## config.mk

```make
export PLATFORM = sky130hd
export DESIGN_NAME = cvfc_cell_store
export DESIGN_NICKNAME = d
export VERILOG_FILES = /design/src/cvfc_pkg.sv /design/src/cvfc_cell_store.sv
export SDC_FILE = /design/constraint.sdc
export NUM_CORES = 1
export LEC_CHECK = 0
export ABC_AREA = 1
export BUFFER_PORTS_ARGS = -buffer_cell sky130_fd_sc_hd__clkbuf_2
export CAP_MARGIN = 20
export CORE_MARGIN = 10
export CORE_UTILIZATION = 43
export CTS_CLUSTER_SIZE = 40
export DETAILED_ROUTE_END_ITERATION = 10
export PLACE_DENSITY = 0.65
export SLEW_MARGIN = 20
export SYNTH_ARGS = -nofsm -noshare
export SYNTH_HDL_FRONTEND = slang
export SYNTH_SLANG_ARGS = --single-unit
export TNS_END_PERCENT = 1
```

## constraint.sdc

```tcl
create_clock -name clk -period 2.7 [get_ports clk]
set_clock_uncertainty 0.05 [all_clocks]
set_input_delay 0.405 -clock clk [delete_from_list [all_inputs] [get_ports clk]]
set_output_delay 0.405 -clock clk [all_outputs]
set_load 0.05 [all_outputs]
```

## src/cvfc_pkg.sv

```systemverilog
`default_nettype none

package cvfc_pkg;

  // Chain and frame geometry.
  localparam int NUM_CHIPS      = 2;
  localparam int CELLS_PER_CHIP = 16;
  localparam int FRAME_BYTES    = 8;
  localparam int GROUP_CELLS    = 3;
  localparam int DATA_BYTES     = 6;
  localparam int LAST_GROUP     = 5;

  // Cell store geometry.
  localparam int STORE_DEPTH = NUM_CHIPS * CELLS_PER_CHIP;
  localparam int ADDR_W      = $clog2(STORE_DEPTH);

  // PEC15 polynomial and seed.
  localparam logic [14:0] CRC_POLY = 15'h4599;
  localparam logic [14:0] CRC_SEED = 15'd16;

  // Pack sum saturates at the top of its field.
  localparam logic [21:0] PACK_MAX = 22'h3FFFFF;

  // One received word: a response byte with its framing.
  typedef struct packed {
    logic [7:0] rx_byte;
    logic [2:0] group_index;
    logic       frame_start;
  } rx_word_t;

  // One result word, given at every frame end.
  typedef struct packed {
    logic [2:0]  chip_index;
    logic [2:0]  group_done;
    logic        pec_ok;
    logic        summary_valid;
    logic [15:0] min_cell;
    logic [15:0] max_cell;
    logic [21:0] pack_sum;
    logic [19:0] segment_sum;
    logic        sweep_error;
  } result_t;

  // Write request into the cell store.
  typedef struct packed {
    logic              en;
    logic [ADDR_W-1:0] addr;
    logic [15:0]       data;
  } store_wr_t;

  // Advance the PEC15 remainder by one data byte, most significant bit first.
  function automatic logic [14:0] crc15_byte(input logic [14:0] crc_in,
                                             input logic [7:0]  data);
    logic [14:0] rem;
    logic        fb;
    rem = crc_in;
    for (int b = 7; b >= 0; b--) begin
      fb  = data[b] ^ rem[14];
      rem = {rem[13:0], 1'b0};
      if (fb) begin
        rem = rem ^ CRC_POLY;
      end
    end
    return rem;
  endfunction

endpackage

`default_nettype wire

```

## src/cvfc_cell_store.sv

```systemverilog
`default_nettype none

module cvfc_cell_store
  import cvfc_pkg::*;
(
  input  wire logic              clk,
  input  wire logic              rst,
  input  wire store_wr_t         wr,
  input  wire logic [ADDR_W-1:0] rd_addr,
  output logic      [15:0]       rd_data
);

  logic [15:0]            mem [STORE_DEPTH];
  logic [STORE_DEPTH-1:0] written;
  logic [15:0]            rd_raw;
  logic                   rd_written;

  // Single write port and single registered read port.
  always_ff @(posedge clk) begin
    if (wr.en) begin
      mem[wr.addr] <= wr.data;
    end
    rd_raw     <= mem[rd_addr];
    rd_written <= written[rd_addr];
  end

  // One flag per cell; reset marks the whole store as holding zero.
  always_ff @(posedge clk) begin
    if (rst) begin
      written <= '0;
    end else if (wr.en) begin
      written[wr.addr] <= 1'b1;
    end
  end

  // A cell never written since reset reads as zero.
  assign rd_data = rd_written ? rd_raw : 16'd0;

endmodule

`default_nettype wire

```

Yosys cells after proc, flatten, opt, wreduce, memory -nomap -nowiden
Memory sizes are Yosys's and may differ from the RTL's. A register that Yosys moved wholly into a read port is not among the register bits.
Cells that the tools add are included.
W data, S select, Z words.
{"block": "classes", "n_reduce_logical": 1, "order_cmp": 3, "bitwise_logic": 1, "mux": 7}
{"operator": "$or A32 B32 Y32", "count": 1}
{"operator": "$mux W16", "count": 1}
{"operator": "$lt A5 B6 Y1 const B", "count": 2}
{"operator": "$bmux W1 S5", "count": 1}
{"operator": "$demux W1 S5", "count": 1}
{"operator": "$ge A5 B1 Y1 const B", "count": 1}
{"operator": "$mux W1", "count": 4}
{"operator": "$logic_and A1 B1 Y1", "count": 1}
{"block": "word_totals", "ram_bits": 512, "inputBits": 29, "register_bits": 33, "word_cells": 15, "mem_count": 1, "out_inout_bits": 16}
{"memory": "mem", "depth": 32, "word_bits": 16, "rd": 1, "rd_ports_with_merged_regs": 1, "write_ports": 1, "line_no": "cvfc_cell_store.sv:13", "rtl": "logic [15:0] mem [STORE_DEPTH];"}

Logic depth before layout (Yosys ltp)
{"block": "depth", "ltp_word": 5, "ltp_mapped": 12, "mapped_depth_nobuf": 9}

Worst setup path after synthesis
No wires, ideal clock.
{"block": "synth_path", "kind": "input to register", "startpoint": "input port wr[21] (netlist name)", "endpoint": "memory mem[29][0], enable pin", "setup_time_ns": 0.430, "arrival_time_ns": 2.391, "slack_ns": -0.171, "stages": 4, "required_time_ns": 2.220, "path_buffers": 0, "cell_sequence": "inv_1 > nor3_1 > inv_1 > nor4_1"}
{"block": "synth_via", "elab_chain_cells": 2}
{"element": "start, declared", "line_no": "cvfc_cell_store.sv:8", "rtl": "input wire store_wr_t wr,"}
{"element": "$mux W1", "line_no": "cvfc_cell_store.sv:20", "rtl": "if (wr.en) begin"}
{"element": "$mux W1 (implied by the code)", "line_no": "cvfc_cell_store.sv:21", "rtl": "mem[wr.addr] <= wr.data;"}
{"element": "end, declared", "line_no": "cvfc_cell_store.sv:13"}
No other way between the ends.

Worst setup path in the final report
{"block": "layout_path", "startpoint": "register rd_written", "endpoint": "output port rd_data[0]"}
{"block": "layout_via", "elab_chain_cells": 1}
{"element": "start, declared", "line_no": "cvfc_cell_store.sv:16", "rtl": "logic rd_written;"}
{"element": "start signal, assigned", "line_no": "cvfc_cell_store.sv:24", "rtl": "rd_written <= written[rd_addr];"}
{"element": "$mux W16", "line_no": "cvfc_cell_store.sv:37", "rtl": "assign rd_data = rd_written ? rd_raw : 16'd0;"}
{"element": "end, declared", "line_no": "cvfc_cell_store.sv:10", "rtl": "output logic [15:0] rd_data"}
No other way between the ends.

==> results.cfg <==
[power_and_ir_drop]
comb_power_share = 0.067
cellPowerDensity_nw_per_um2 = 721
leak_nw = 9.66
overall_power_after_layout_mw = 18.4
p_sw_frac = 0.225
power.switching_mw = 4.14
clk_pwr_share = 0.409
vdd.ir_drop.worst_v = 0.000611
cell_internal_pwr_mw = 14.3
power.share.sequential = 0.524

[worst_setup_path]
critical_path_required_ps = 2250
startpoint_type = flop
cp_data_arrival_time_ps = 1670
crit_family = buffers and inverters
timing.setup.critical_path_class = flop to primary output
crit_path_max_incr_delay_ps = 310
cpMaxStageDelayCell = dfxtp_1
worst_setup_path_end_kind = primary output
path_buf_inv = 3
critical_path.cell_chain = buf_4 > nand2_1 > inv_1 > clkbuf_2
crit_fanout = 16

[finish]
fill_cells = 4436
fin_nets = 2103
n_antenna_cell = 0
post_route_cells_drive_above_1_share = 0.102
syn2layout_area_growth_pct = 13.6
area_used_by_multi_input_combinational_logic_sq_um = 5460
ff_latch_area_sq_um = 16400

[min_path]
hold_path.class = input pin to flop

[grt]
grt_max_degree = 74
grt_pass1_wl_mm = 90.8
globalRouteOverflowTotal = 0
groute.usage.overall = 0.188
antenna_found_initial = 0
grt_pass1_vias = 14625

[floorplanning]
core_area_sq_um = 51600
starting_density_of_the_core = 0.436
core.rowCount = 83
die_area_sq_um = 61900
dieWidth_um = 249
num_io_pins = 45
die_height_um = 249

[outcome]
run_status = completed

[clock_tree]
clock_latency_ps = 590
tritoncts = built
ctsResizeCount = 0
ctsRootBufferMaster = clkbuf_16
clkTransAtPathRegs_ps = 60
cts.hold.buffers_added = 0
cts_num_sinks = 561
ctsHtreeMaxLevel = 2
post_cts_buffers = 0
tritoncts.num_buffers = 55
cts.path.max_buffers = 3

[place]
dp.final_hpwl_mm = 34.9
gpl.final_weighted_congestion = 0.847
portBuffers = 44

[sta]
fin_tns_setup_ps = 0
post-route-min-period_ps = 2130
maxClockFrequency_mhz = 470
setup_repair_after_global_routing_missed_its_margin = false
slew_viol_final = 0
setup_viol_count_final = 0
final_cycle_share = 0.788
slew-limit-headroom = 0.407
worst-slew-pin-transition_ps = 889
final_hold_vio_count = 0

[route]
detailedRoute.firstPassIterationCount = 6
drt_first_iter_violations = 1788
routed-via-count = 15219
route.antenna.remaining_nets = 0
drc_errors = 0
wl_per_cell_um = 21.4
mean_number_of_vias_per_cell = 5.44
drt_wl_total_mm = 59.8

[yosys]
synth_seq_cells = 561
mappedNetlistNets = 2051
yosys_warnings = 0
syn_area_sq_um = 22500
seq_area_frac_synth = 0.727
synth_cells = 2022
post_synth_num_cell_types = 16
postSynthAreaPerCell_sq_um = 11.1

[flow_run]
max_cap_viols = 0
[cell families (layout without fill, tap and decap cells)]
kind of cell	count (synthesis)	count (layout)	share of synthesized area
simple gates	1296	1296	0.240
flops	561	561	0.727
compound gates	1	1	0.000222
buf+inv	164	260	0.0336
[path summary, 6_finish.rpt]
kind,slack [ps],endpoint,from,cells after the start
hold / removal,190,written[29],wr[17],4
setup / recovery,570,rd_data[0],rd_written,4
setup reg to reg,1350,rd_raw[4],mem[20][4],8
hold reg to reg,420,written[11],written[11],2
[synth_stat cells]
cell type / instances / share of area
nor3_1: 12 / 0.0027
inv_1: 40 / 0.0067
buf_4: 11 / 0.0037
clkbuf_1: 29 / 0.0048
buf_2: 67 / 0.015
inv_2: 3 / 0.00050
dfxtp_1: 49 / 0.044
buf_6: 2 / 0.0010
edfxtp_1: 512 / 0.68
nor4_1: 1 / 0.00028
nand3_1: 408 / 0.091
clkinv_1: 2 / 0.00033
a21oi_1: 1 / 0.00022
nor2_1: 87 / 0.015
nand2_1: 788 / 0.13
buf_1: 10 / 0.0017
[area by class of cell]
cell class	count	share of cell area
Inverter	45	0.00700
Multi-Input combinational cell	1297	0.213
Clock buffer	73	0.0601
Timing Repair Buffer	114	0.0369
Tap cell	680	0.0333
Clock inverter	28	0.00954
Sequential cell	561	0.640
[placed cells by master, fill, tap and decap left out]
cell / Yosys / layout
nand2_1: 788 / 788
edfxtp_1: 512 / 512
nand3_1: 408 / 408
nor2_1: 87 / 70
clkbuf_16: 0 / 57
buf_4: 11 / 56
dfxtp_1: 49 / 49
clkbuf_2: 0 / 41
inv_1: 40 / 40
nor2_2: 0 / 17
buf_12: 0 / 15
nor3_1: 12 / 12
clkinv_2: 0 / 12
clkbuf_1: 29 / 11
clkinv_1: 2 / 10
clkbuf_8: 0 / 6
bufinv_16: 0 / 4
clkinvlp_4: 0 / 3
inv_8: 0 / 2
inv_4: 0 / 1
inv_2: 3 / 1
nor4_4: 0 / 1
a21oi_1: 1 / 1
buf_2: 67 / 1
[worst reg2reg max path, cell delays in order, from the launching register on]
cell	delay (ps)
edfxtp_1	370
nand2_1	90
nand3_1	80
nand3_1	140
nand2_1	70
nand2_1	60
nand2_1	80
nand2_1	220
nand2_1	80
[power by group through the flow]
stage	logic [mW]	registers, mW	clock network, mW
6_report	1.23	9.66	7.54
2_1_floorplan	0.706	9.81	0
5_1_grt	1.35	9.66	7.97
4_1_cts	1.23	9.66	7.61
3_3_place_gp	1.21	9.84	0
3_5_place_dp	1.23	9.84	0
[routing by layer]
metal,vias up,wire length (um),global-route usage
li1,7021,-,-
met1,7442,25300,0.260
met2,650,27800,0.297
met3,106,4850,0.0296
met4,0,1790,0.0637
met5,-,0,0
[flip-flops by register name (all words and copies together) (netlist names)]
register and flops:
rd_raw 16, written 32, mem 512, rd_written 1
[metrics by stage]
step / hold slack [ps] / std cells / worst slack [ps] / cell area, sq um / util
3_5_place_dp: 409 / 2697 / 364 / 23800 / 0.461
5_1_grt: 237 / 2798 / 524 / 25600 / 0.495
3_3_place_gp: 400 / 2697 / 411 / 23800 / 0.461
4_1_cts: 171 / 2798 / 542 / 25600 / 0.495
6_report: 187 / 2798 / 574 / 25600 / 0.495
2_1_floorplan: 387 / 2022 / 501 / 22500 / -
Note: power is estimated with default switching activity, not from simulation.
